`config.mk`:
```
export PLATFORM = sky130hd
export DESIGN_NAME = cqra_row_map
export DESIGN_NICKNAME = d
export VERILOG_FILES = /design/src/hdl/cqra_pkg.sv /design/src/hdl/cqra_row_map.sv
export SDC_FILE = /design/constraint.sdc
export NUM_CORES = 1
export LEC_CHECK = 0
export BUFFER_PORTS_ARGS = -buffer_cell sky130_fd_sc_hd__buf_2
export CAP_MARGIN = 20
export CORE_ASPECT_RATIO = 0.75
export CORE_MARGIN = 3
export CORE_UTILIZATION = 50
export DETAILED_ROUTE_END_ITERATION = 16
export PLACE_DENSITY = 0.91
export SLEW_MARGIN = 5
export SYNTH_ARGS = -nofsm -noshare
export SYNTH_HDL_FRONTEND = slang
export SYNTH_SLANG_ARGS = --single-unit
```
`constraint.sdc`:
```
create_clock -name vclk -period 4.5
set_clock_uncertainty 0.05 [all_clocks]
set_input_delay 0.225 -clock vclk [all_inputs]
set_output_delay 0.225 -clock vclk [all_outputs]
set_load 0.01 [all_outputs]
```
`src/hdl/cqra_pkg.sv`:
```
// Shared widths, register map and types of the controlled rotation block
package cqra_pkg;

    localparam int STATE_QUBITS_DEF = 20;
    localparam int PAIR_W           = 19;
    localparam int ROW_W            = 20;
    localparam int AMP_W            = 16;
    localparam int BIT_W            = 5;
    localparam int CFG_W            = 64;
    localparam int ADDR_W           = 6;
    localparam int IDX_W            = 3;
    localparam int IN_TDATA_W       = 88;
    localparam int OUT_TDATA_W      = 104;
    localparam int PROD_W           = 2 * AMP_W;
    localparam int SUM_W            = PROD_W + 2;

    localparam logic [IDX_W-1:0] REG_SET_ROW0   = 3'd0;
    localparam logic [IDX_W-1:0] REG_SET_ROW1   = 3'd1;
    localparam logic [IDX_W-1:0] REG_CLEAR_ROW0 = 3'd2;
    localparam logic [IDX_W-1:0] REG_CLEAR_ROW1 = 3'd3;
    localparam logic [IDX_W-1:0] REG_TARGET     = 3'd4;
    localparam logic [IDX_W-1:0] REG_CONTROL    = 3'd5;

    localparam logic [CFG_W-1:0] ROW0_RESET    = 64'd16384;
    localparam logic [CFG_W-1:0] ROW1_RESET    = 64'd70368744177664;
    localparam logic [BIT_W-1:0] TARGET_RESET  = 5'd0;
    localparam logic [BIT_W-1:0] CONTROL_RESET = 5'd1;

    typedef struct packed {
        logic [ROW_W-1:0] lower;
        logic [ROW_W-1:0] upper;
        logic             ctl;
    } t_rows;

endpackage

```
`src/hdl/cqra_row_map.sv`:
```
// Row index expansion around the target bit and control bit lookup
module cqra_row_map #(
    parameter int STATE_QUBITS = cqra_pkg::STATE_QUBITS_DEF
) (
    input  logic [cqra_pkg::PAIR_W-1:0] i_pair,
    input  logic [cqra_pkg::BIT_W-1:0]  i_target,
    input  logic [cqra_pkg::BIT_W-1:0]  i_control,
    output cqra_pkg::t_rows             o_rows
);

    localparam int KEEP = (STATE_QUBITS - 1 < cqra_pkg::PAIR_W) ?
                          STATE_QUBITS - 1 : cqra_pkg::PAIR_W;

    logic [cqra_pkg::PAIR_W-1:0] w_pair;
    logic [cqra_pkg::ROW_W-1:0]  w_pair_lo;
    logic [cqra_pkg::ROW_W-1:0]  w_pair_sh;
    logic [cqra_pkg::BIT_W-1:0]  w_target;

    always_comb begin
        for (int i = 0; i < cqra_pkg::PAIR_W; i++) begin
            w_pair[i] = (i < KEEP) ? i_pair[i] : 1'b0;
        end
        w_pair_lo = {1'b0, w_pair};
        w_pair_sh = {w_pair, 1'b0};
        w_target  = ({1'b0, i_target} >= 6'(STATE_QUBITS)) ?
                    cqra_pkg::BIT_W'(STATE_QUBITS - 1) : i_target;
    end

    always_comb begin
        o_rows.ctl = 1'b0;
        for (int i = 0; i < cqra_pkg::ROW_W; i++) begin
            if (cqra_pkg::BIT_W'(i) < w_target) begin
                o_rows.lower[i] = w_pair_lo[i];
            end else if (cqra_pkg::BIT_W'(i) == w_target) begin
                o_rows.lower[i] = 1'b0;
            end else begin
                o_rows.lower[i] = w_pair_sh[i];
            end
            o_rows.upper[i] = o_rows.lower[i] | (cqra_pkg::BIT_W'(i) == w_target);
        end
        for (int i = 0; i < cqra_pkg::ROW_W; i++) begin
            if (i < STATE_QUBITS && i_control == cqra_pkg::BIT_W'(i)) begin
                o_rows.ctl = o_rows.lower[i];
            end
        end
    end

endmodule

```
-- Word level (Yosys, flattened, before mapping)
Index checks and enable logic that the tools add are counted.
- bits in registers: 0
- output and inout bits: 41
- $lt $le $gt $ge: 21
- eq/ne operators: 38
- multiplexer cells: 60
- bitwise gates (word level): 20
- reductions and logical operators: 2
- operator list (kind ; count):
    $mux W1 ; 59
    $eq A4 B5 Y1 const A ; 8
    $eq A5 B4 Y1 const B ; 8
    $lt A4 B5 Y1 const A ; 8
    $eq A3 B5 Y1 const A ; 4
    $eq A5 B3 Y1 const B ; 4
    $eq A5 B5 Y1 const A ; 4
    $eq A5 B5 Y1 const B ; 4
    $lt A3 B5 Y1 const A ; 4
    $lt A5 B5 Y1 const A ; 4
    $or A1 B1 Y1 ; 20
    $eq A2 B5 Y1 const A ; 2
    $eq A5 B2 Y1 const B ; 2
    $logic_not A5 Y1 ; 2
    $lt A1 B5 Y1 const A ; 2
    $lt A2 B5 Y1 const A ; 2
    $eq A1 B5 Y1 const A ; 1
    $eq A5 B1 Y1 const B ; 1
    $ge A5 B5 Y1 const B ; 1
    $mux W5 ; 1

-- Longest topological paths before layout
Gate-level depths: netlist of the first run.
- word-level depth: 24
- depth in mapped cells: 8
- mapped depth without buffers: 6

-- Worst setup path before layout of the first run
OpenSTA, ideal clock, no wires.
- path type: input port to output port
- from: input i_target[2] in the netlist's numbering
- to: output o_rows[0] in the netlist's numbering
- arrival: 1.736 ns
- required time: 4.225 ns
- setup slack: 2.489 ns
- cell stages on the path: 7
- cell sequence: buf_2 buf_2 a31oi_4 o21ai_0 o21ai_0 o41ai_1 o211a_1
- RTL lines (what ; line ; RTL):
    start: declaration ; cqra_row_map.sv:6 ; input logic [cqra_pkg::BIT_W-1:0] i_target,
    end: declaration ; cqra_row_map.sv:8 ; output cqra_pkg::t_rows o_rows

==> impl_metrics.ini, run 1 <==
[run_status]
run_status = completed

[sta]
final.setup.tns_ns = 0
grt_setup_unrepaired = false
max_slew.worst_pin.slew_ns = 0.465
final_min_period_over_clock_period_pct = 53.5
worst_slack_ns = 2.09
min_period_ns = 2.41
fin_worst_hold_slack_ns = 0.713
clock.fmax_ghz = 0.415
finalSetupViolations = 0
slew_viol_final = 0
slew-limit-headroom_pct = 68.7
report.final.hold_viol_count = 0

[yosys]
postSynthCellCount = 181
synth_nets = 210
top_cells_by_area_synth = sky130_fd_sc_hd__nand2_1 7.1%, sky130_fd_sc_hd__inv_1 4.8%, sky130_fd_sc_hd__o21ai_0 3.9%
yosysTopAreaCell = sky130_fd_sc_hd__nand2_1
yosys.cell_types.count = 60
synth_area_um2 = 1170
area_share_of_the_leading_cell_type_in_the_synthesized_netlist_pct = 7.07
seq_area_frac_synth_pct = 0
yosysWarnings = 0
synthesis.area_per_instance_um2 = 6.46

[die]
initial_core_util_pct = 55.6
io-pin-count = 70
floorplan.die.width_um = 61.8
placement_rows = 14
placeableCoreArea_um2 = 2100
area_of_the_die_um2 = 2960
die_h_um = 47.9

[worst_setup_path]
worst-path-stages = 8
cp_data_arrival_time_ns = 2.13
max_stage_delay_on_crit_path_ns = 0.42
setup.worst_path.end_class = output port
critical_path.max_fanout = 21
element_type_at_the_critical_path_start = input port
critPathKind = in2out
crit_family = compound AO/OA/AOI/OAI gates
worstPathCellList = buf_2 -> or2_1 -> a31oi_4 -> o21ai_0 -> o21ai_0 -> o41ai_1 -> o211a_1 -> buf_2
cp_data_required_time_ns = 4.22
worstPathBufferInverterCount = 2
max_stage_delay_cell_worst_path = sky130_fd_sc_hd__o41ai_1

[power_and_ir_drop]
p_seq_share_pct = 0
power.share.clock_pct = 0
switching_share_pct = 60.2
internal_power_uw = 66.5
leakagePower_nw = 0.693
share_comb_of_total_power_pct = 100.0
post-layout-total-power_uw = 167
power_density_nw_per_um2 = 114
worst_vdd_drop_mv = 0.0758
switchingPower_uw = 100

[drt]
post_detailed_route_drc_marker_count = 0
route.detailed.wl_per_inst_um = 15.3
ant_nets = 0
drt-pass1-iter-count = 4
initialDrtViolationCount = 96
dr_total_vias = 1629
totalWireLength_um = 3940
vias_per_cell = 6.31

[grt]
first_global_vias = 1309
grt_overflow = 0
global_route.usage.total_pct = 25.7
antenna_violations_before_repair = 0
grt_start_max_net_pins = 28
wire_length_of_the_first_global_routing_pass_um = 5910

[cells_and_area]
seqCellArea_um2 = 0
final_cells = 258
drive_above_1_share_pct = 35.0
seq_cells = 0
area_of_all_placed_cells_without_fillers_um2 = 1460
diodes = 0
nClkBuffers = 0
postLayoutCoreUtil_pct = 69.5
fillers = 191
area_growth_pct = 24.9
number_of_nets_in_the_final_layout = 265

[worst_hold_path]
timing.hold.worst_endpoint = o_rows[20]
critical_hold_path_startpoint = i_pair[18]
min_path_cells = 3
hold_path_class = in2out

[clock_network]
post-cts-setup-buffers = 0
postCtsHoldBufs = 0
ctsResizeCount = 0

[placement]
gp_routability_congestion = 0.903
post-dp-hpwl_um = 3090
io_buffers = 70
preCtsSetupSlack_ns = 2.13
placedInstanceArea_um2 = 1460
place_inst = 258

[run]
drv_cap = 0
[layer usage]
metal	share of wire, %	global-route usage [%]	vias up
met5	0	0	-
met4	0.25	3.39	0
met3	10	1.89	2
met2	43	41.1	101
met1	47	38.4	726
li1	-	-	800
[how the worst max path moves through the flow]
stage                           start   endpoint  slack [ns]
after CTS                 i_target[1]  o_rows[0]        2.13
after detailed placement  i_target[1]  o_rows[0]        2.13
after floorplan           i_target[2]  o_rows[0]        2.49
final                     i_target[1]  o_rows[0]        2.09
after global placement    i_target[1]  o_rows[0]        2.17
after global routing      i_target[1]  o_rows[0]        1.88
[cell families (layout without fill, tap and decap cells)]
kind of cell | count (synthesis) | in the layout | share of synthesized area, %
compound gates | 72 | 72 | 50.3
mux | 2 | 2 | 1.82
buf+inv | 32 | 85 | 12.4
simple gates | 75 | 75 | 35.4
[cell usage after synthesis, drive strengths merged (2+ instances only)]
cell     count
a22o         3
nand2b       6
a31oi        5
nand2       22
nor4         3
buf          9
clkbuf       8
nand3        4
nor2        12
a211o        2
o21ai       10
nor2b        5
or2          2
o22a         3
or3          5
nor3         3
a2bb2oi      2
a22oi        3
inv         15
a32oi        4
and2         3
o211a        2
nand3b       2
a221oi       2
a21oi        6
and3b        2
o21bai       4
o31ai        7
o211ai       6
[layout by cell type, fill, tap and decap left out, types with 2 or more instances in the layout]
cell type	n
sky130_fd_sc_hd__nor4_1	2
sky130_fd_sc_hd__inv_1	15
sky130_fd_sc_hd__a22o_1	3
sky130_fd_sc_hd__nand2b_1	6
sky130_fd_sc_hd__nand3b_1	2
sky130_fd_sc_hd__a31oi_1	3
sky130_fd_sc_hd__o211a_1	2
sky130_fd_sc_hd__a21oi_1	5
sky130_fd_sc_hd__and3b_1	2
sky130_fd_sc_hd__buf_2	70
sky130_fd_sc_hd__nand3_1	4
sky130_fd_sc_hd__a32oi_1	3
sky130_fd_sc_hd__o211ai_1	6
sky130_fd_sc_hd__and2_1	3
sky130_fd_sc_hd__o21ai_0	9
sky130_fd_sc_hd__a22oi_1	2
sky130_fd_sc_hd__a221oi_1	2
sky130_fd_sc_hd__nor3_1	3
sky130_fd_sc_hd__a31oi_4	2
sky130_fd_sc_hd__o21bai_1	4
sky130_fd_sc_hd__a211o_1	2
sky130_fd_sc_hd__nor2b_1	5
sky130_fd_sc_hd__nand2_1	22
sky130_fd_sc_hd__nor2_1	12
sky130_fd_sc_hd__a2bb2oi_1	2
sky130_fd_sc_hd__o22a_1	3
sky130_fd_sc_hd__o31ai_1	6
sky130_fd_sc_hd__or3_1	5
[area by class of cell]
type                       count  area, um2  area share [%]
tap                           24       30.0            2.06
multi-input combinational    149       1020            70.1
inverter                      15       56.3            3.86
timing repair buffer          70        350            24.0
[power by group through the flow]
stage	Sequential [mW]	Clock [mW]	Combinational [mW]
4_1_cts	0	0	0.165
5_1_grt	0	0	0.182
3_5_place_dp	0	0	0.164
6_report	0	0	0.167
2_1_floorplan	0	0	0.105
3_3_place_gp	0	0	0.162
Power figures use the tool's default switching activity.
==> inputs of run 2 (changes only) <==
--- a/config.mk
+++ b/config.mk
@@ -5,13 +5,14 @@
 export SDC_FILE = /design/constraint.sdc
 export NUM_CORES = 1
 export LEC_CHECK = 0
+export ABC_AREA = 1
 export BUFFER_PORTS_ARGS = -buffer_cell sky130_fd_sc_hd__buf_2
 export CAP_MARGIN = 20
 export CORE_ASPECT_RATIO = 0.75
 export CORE_MARGIN = 3
-export CORE_UTILIZATION = 50
+export CORE_UTILIZATION = 45
 export DETAILED_ROUTE_END_ITERATION = 16
-export PLACE_DENSITY = 0.91
+export PLACE_DENSITY = 0.85
 export SLEW_MARGIN = 5
 export SYNTH_ARGS = -nofsm -noshare
 export SYNTH_HDL_FRONTEND = slang
==> constraint.sdc (replaced) <==
create_clock -name vclk -period 2.3
set_clock_uncertainty 0.05 [all_clocks]
set_input_delay 0.115 -clock vclk [all_inputs]
set_output_delay 0.115 -clock vclk [all_outputs]
set_load 0.01 [all_outputs]
==> run 2 against run 1 <==
Against the previous run:
- combinational power up 85%
- final cell count up 21%
- final area down 2.6%
- sequential share of layout area unchanged
- total power up 85%
- worst hold slack worse by 0.25 ns
- die area up 1.2%
- synthesized cell count up 18%
- largest power group unchanged
==> impl_metrics.ini, run 2 <==
[sta]
final_min_period_over_clock_period_pct = 89.4
slew-limit-headroom_pct = 74.7
min_period_ns = 2.06
report.final.hold_viol_count = 0
final.setup.tns_ns = 0
worst_slack_ns = 0.243
finalSetupViolations = 0
slew_viol_final = 0
grt_setup_unrepaired = false
max_slew.worst_pin.slew_ns = 0.376
clock.fmax_ghz = 0.486

[yosys]
yosys.cell_types.count = 31
synth_top_family_by_area = simple AND/OR/NAND/NOR gates
yosys-mux-area-fraction_pct = 0.939
top_cells_by_area_synth = sky130_fd_sc_hd__nand2_1 18%, sky130_fd_sc_hd__inv_1 13%, sky130_fd_sc_hd__nor2_1 11%
synthesis.area_per_instance_um2 = 5.00
synth_nets = 242
postSynthCellCount = 213
most_frequent_cells_after_synthesis = 52 x sky130_fd_sc_hd__nand2_1, 37 x sky130_fd_sc_hd__inv_1, 31 x sky130_fd_sc_hd__nor2_1, 15 x sky130_fd_sc_hd__nand3_1, 14 x sky130_fd_sc_hd__nand4_1
yosysWarnings = 0
yosysTopAreaCell = sky130_fd_sc_hd__nand2_1
synth-adder-area-share_pct = 0
yosysMostFrequentCell = sky130_fd_sc_hd__nand2_1
seq_area_frac_synth_pct = 0
synth-simple-area-share_pct = 65.4
synth_area_um2 = 1070
area_share_of_the_leading_cell_type_in_the_synthesized_netlist_pct = 18.3
compound_gate_portion_of_the_synthesized_area_pct = 13.3
post_synth_xor_area_fraction_pct = 0

[power_and_ir_drop]
power_density_nw_per_um2 = 217
switching_share_pct = 63.3
leakagePower_nw = 0.845
p_seq_share_pct = 0
internal_power_uw = 113
power.share.clock_pct = 0
share_comb_of_total_power_pct = 100.0
worst_vdd_drop_mv = 0.114
switchingPower_uw = 196

[worst_setup_path]
cp_data_arrival_time_ns = 1.89
critPathKind = in2out
worstPathCellList = buf_2 -> nor2_4 -> buf_4 -> nand4_2 -> nand2_1 -> inv_2 -> nand2_1 -> nand4_1 -> nor2_2 -> nand4_1 -> nor2_1 -> nand4_1 -> nand2_1 -> nand4_1 -> nor2_1 -> nand4_1 -> buf_2
max_stage_delay_cell_worst_path = sky130_fd_sc_hd__nor2_4
element_type_at_the_critical_path_start = input port
setup.worst_path.end_class = output port
critical_path.max_fanout = 8
critical_path.most_common_cell = sky130_fd_sc_hd__nand4_1
max_stage_delay_on_crit_path_ns = 0.23
crit_family = simple AND/OR/NAND/NOR gates
cp_data_required_time_ns = 2.13
worstPathBufferInverterCount = 4

[clock_network]
postCtsHoldBufs = 0
post-cts-setup-buffers = 0
ctsResizeCount = 0

[die]
placeableCoreArea_um2 = 2120
area_of_the_die_um2 = 2990
placement_rows = 14
initial_core_util_pct = 50.3
die_h_um = 48.2
floorplan.die.width_um = 62.2
io-pin-count = 70

[cells_and_area]
layout.cells.most_common = sky130_fd_sc_hd__buf_2
drive_above_1_share_pct = 37.1
final_cells = 312
seq_cells = 0
mostFrequentLayoutCells = 70 x sky130_fd_sc_hd__buf_2, 52 x sky130_fd_sc_hd__nand2_1, 37 x sky130_fd_sc_hd__inv_1
nClkBuffers = 0
diodes = 0
seqCellArea_um2 = 0
area_growth_pct = 33.5
number_of_nets_in_the_final_layout = 311
postLayoutCoreUtil_pct = 67.1
area_of_all_placed_cells_without_fillers_um2 = 1420

[grt]
grt_overflow = 0
grt_use_met2_pct = 39.3
gr-max-usage-layer = met2
use_met3_pct = 3.23
wire_length_of_the_first_global_routing_pass_um = 5640
grt_start_max_net_pins = 12
grtUsageMet1_pct = 32.0
first_global_vias = 1300
global_route.usage.total_pct = 22.7
antenna_violations_before_repair = 0

[placement]
post-dp-hpwl_um = 3100
place_inst = 312
placedInstanceArea_um2 = 1420
preCtsSetupSlack_ns = 0.251
io_buffers = 70
gp_routability_congestion = 0.943

[drt]
post_detailed_route_drc_marker_count = 0
drt-pass1-iter-count = 4
ant_nets = 0
totalWireLength_um = 3600
route.detailed.wl_per_inst_um = 11.6
dr_total_vias = 1617
initialDrtViolationCount = 98
vias_per_cell = 5.18

[worst_hold_path]
hold_path_class = in2out

[run_status]
run_status = completed

[run]
drv_cap = 0
## run 2: through the flow
stage	total power, mW	hold WS [ns]
final	0.309	0.467
after global placement	0.303	0.471
after CTS	0.307	0.468
after global routing	0.341	0.502
after floorplan	0.187	0.283
after detailed placement	0.306	0.466
## run 2: layout make-up
type | count | area, um2
Multi-Input combinational cell | 163 | 848
Fill cell | 212 | 697
Timing Repair Buffer | 71 | 358
Inverter | 46 | 176
Tap cell | 32 | 40.0
## run 2: logic make-up (layout without fill, tap and decap cells)
logic type | count (synthesis) | after routing
buffers and inverters | 50 | 117
and+or+nand+nor | 141 | 141
AOI/OAI and AO/OA | 21 | 21
muxes | 1 | 1
## run 2: power groups by stage
stage | Combinational [mW] | Clock [mW] | Sequential (mW)
final | 0.309 | 0 | 0
after global placement | 0.303 | 0 | 0
after detailed placement | 0.306 | 0 | 0
after floorplan | 0.187 | 0 | 0
after global routing | 0.341 | 0 | 0
after CTS | 0.307 | 0 | 0
## run 2: final timing paths
| path | start | end | slack, ns | cells after the start |
|---|---|---|---|---|
| worst max-delay path | i_target[4] | o_rows[0] | 0.24 | 17 |
| worst min-delay path | i_pair[18] | o_rows[20] | 0.47 | 4 |
## run 2: per-layer routing
metal | vias to the layer above | part of all wire, % | routed length (um)
met5 | - | 0 | 0
met4 | 0 | 0.42 | 15
met3 | 2 | 14 | 498
met2 | 103 | 41 | 1480
met1 | 689 | 45 | 1610
li1 | 823 | - | -
==> inputs of run 3 (changes only) <==
--- a/config.mk
+++ b/config.mk
@@ -5,14 +5,13 @@
 export SDC_FILE = /design/constraint.sdc
 export NUM_CORES = 1
 export LEC_CHECK = 0
-export ABC_AREA = 1
 export BUFFER_PORTS_ARGS = -buffer_cell sky130_fd_sc_hd__buf_2
 export CAP_MARGIN = 20
 export CORE_ASPECT_RATIO = 0.75
 export CORE_MARGIN = 3
-export CORE_UTILIZATION = 45
+export CORE_UTILIZATION = 46
 export DETAILED_ROUTE_END_ITERATION = 16
-export PLACE_DENSITY = 0.85
+export PLACE_DENSITY = 0.84
 export SLEW_MARGIN = 5
 export SYNTH_ARGS = -nofsm -noshare
 export SYNTH_HDL_FRONTEND = slang
==> run 3 against run 2 <==
Against the previous run:
- flip-flop and latch count unchanged
- via count rose by 2.5%
- total power grew 7.5%
==> impl_metrics.ini, run 3 (synthesis gave the netlist of run 1 again) <==
[run_status]
run_status = completed

[cells_and_area]
mostFrequentLayoutCells = 70 x sky130_fd_sc_hd__buf_2, 22 x sky130_fd_sc_hd__nand2_1, 15 x sky130_fd_sc_hd__inv_1
number_of_nets_in_the_final_layout = 268
layout.cells.most_common = sky130_fd_sc_hd__buf_2
area_growth_pct = 27.9
diodes = 0
seq_cells = 0
drive_above_1_share_pct = 35.9
postLayoutCoreUtil_pct = 63.2
fillers = 232
seqCellArea_um2 = 0
nClkBuffers = 0
final_cells = 271

[die]
initial_core_util_pct = 49.4
floorplan.die.width_um = 64.2
io-pin-count = 70
placement_rows = 15
die_h_um = 49.7
area_of_the_die_um2 = 3190
placeableCoreArea_um2 = 2360

[grt]
grt_overflow = 0
antenna_violations_before_repair = 0
grt_start_max_net_pins = 28
wire_length_of_the_first_global_routing_pass_um = 6290
first_global_vias = 1353
global_route.usage.total_pct = 23.2

[sta]
clock.fmax_ghz = 0.474
final_min_period_over_clock_period_pct = 91.7
fin_worst_hold_slack_ns = 0.486
slew-limit-headroom_pct = 68.2
min_period_ns = 2.11
final.setup.tns_ns = 0
grt_setup_unrepaired = false
report.final.hold_viol_count = 0
finalSetupViolations = 0
slew_viol_final = 0
max_slew.worst_pin.slew_ns = 0.472

[clock_network]
postCtsHoldBufs = 0
ctsResizeCount = 0
post-cts-setup-buffers = 0

[drt]
vias_per_cell = 6.11
totalWireLength_um = 4000
ant_nets = 0
dr_total_vias = 1657
initialDrtViolationCount = 143
route.detailed.wl_per_inst_um = 14.7
drt-pass1-iter-count = 5
post_detailed_route_drc_marker_count = 0

[power_and_ir_drop]
power_density_nw_per_um2 = 222
leakagePower_nw = 0.707
worst_vdd_drop_mv = 0.146
post-layout-total-power_uw = 332

[placement]
post-dp-hpwl_um = 3240
io_buffers = 70
place_inst = 271
gp_routability_congestion = 0.998

[worst_hold_path]
hold_path_class = in2out

[worst_setup_path]
element_type_at_the_critical_path_start = input port
critical_path.max_fanout = 21
critPathKind = in2out
cp_data_required_time_ns = 2.13
cp_data_arrival_time_ns = 1.94
setup.worst_path.end_class = output port

[run]
drv_cap = 0
[run 3: changes by cell type in the layout (fill, tap and decap cells not counted), sizes merged, moves of 6 or more]
cell | before | now
nand2b | 0 | 6
nand4 | 15 | 0
nand3 | 18 | 4
o31ai | 0 | 7
o211ai | 0 | 6
nor2 | 38 | 12
inv | 45 | 15
nand2 | 59 | 22
[run 3: report_power, final]
group	switching (mW)	leakage (nW)	internal [mW]
sequential	0	0	0
combinational	0.198	0.707	0.135
clock	0	0	0
total	0.198	0.707	0.135
[run 3: cell type report]
cell class	count	area [um2]	area share (%)
multi-input cells	149	1020	68.5
repair buffers	73	373	24.9
inverters	15	56.3	3.77
well taps	34	42.5	2.85
[run 3: final timing paths]
check	from	endpoint	slack, ns	cells after the start
hold / removal	i_pair[18]	o_rows[20]	0.49	3
setup / recovery	i_target[1]	o_rows[0]	0.19	8
[run 3: routing by layer]
layer / wire length [um] / up-vias / global-route usage, % / part of all wire [%]
met5: 0 / - / 0 / 0
met4: 50 / 0 / 1.75 / 1.3
met3: 469 / 6 / 2.28 / 12
met2: 1680 / 118 / 35.7 / 42
met1: 1790 / 732 / 36.0 / 45
li1: - / 801 / - / -
[run 3: metrics by stage]
step	worst slack [ns]	area, um2
after detailed placement	0.204	1500
final	0.190	1500
after global routing	0.0514	1500
after CTS	0.211	1500
after floorplan	0.509	1170
after global placement	0.260	1500
[run 3: critical path: stages]
cell	delay [ns]
sky130_fd_sc_hd__buf_2	0.20
sky130_fd_sc_hd__or2_1	0.35
sky130_fd_sc_hd__a31oi_4	0.24
sky130_fd_sc_hd__a22oi_1	0.15
sky130_fd_sc_hd__o211a_1	0.22
sky130_fd_sc_hd__o41ai_1	0.34
sky130_fd_sc_hd__o211a_1	0.20
sky130_fd_sc_hd__buf_2	0.13
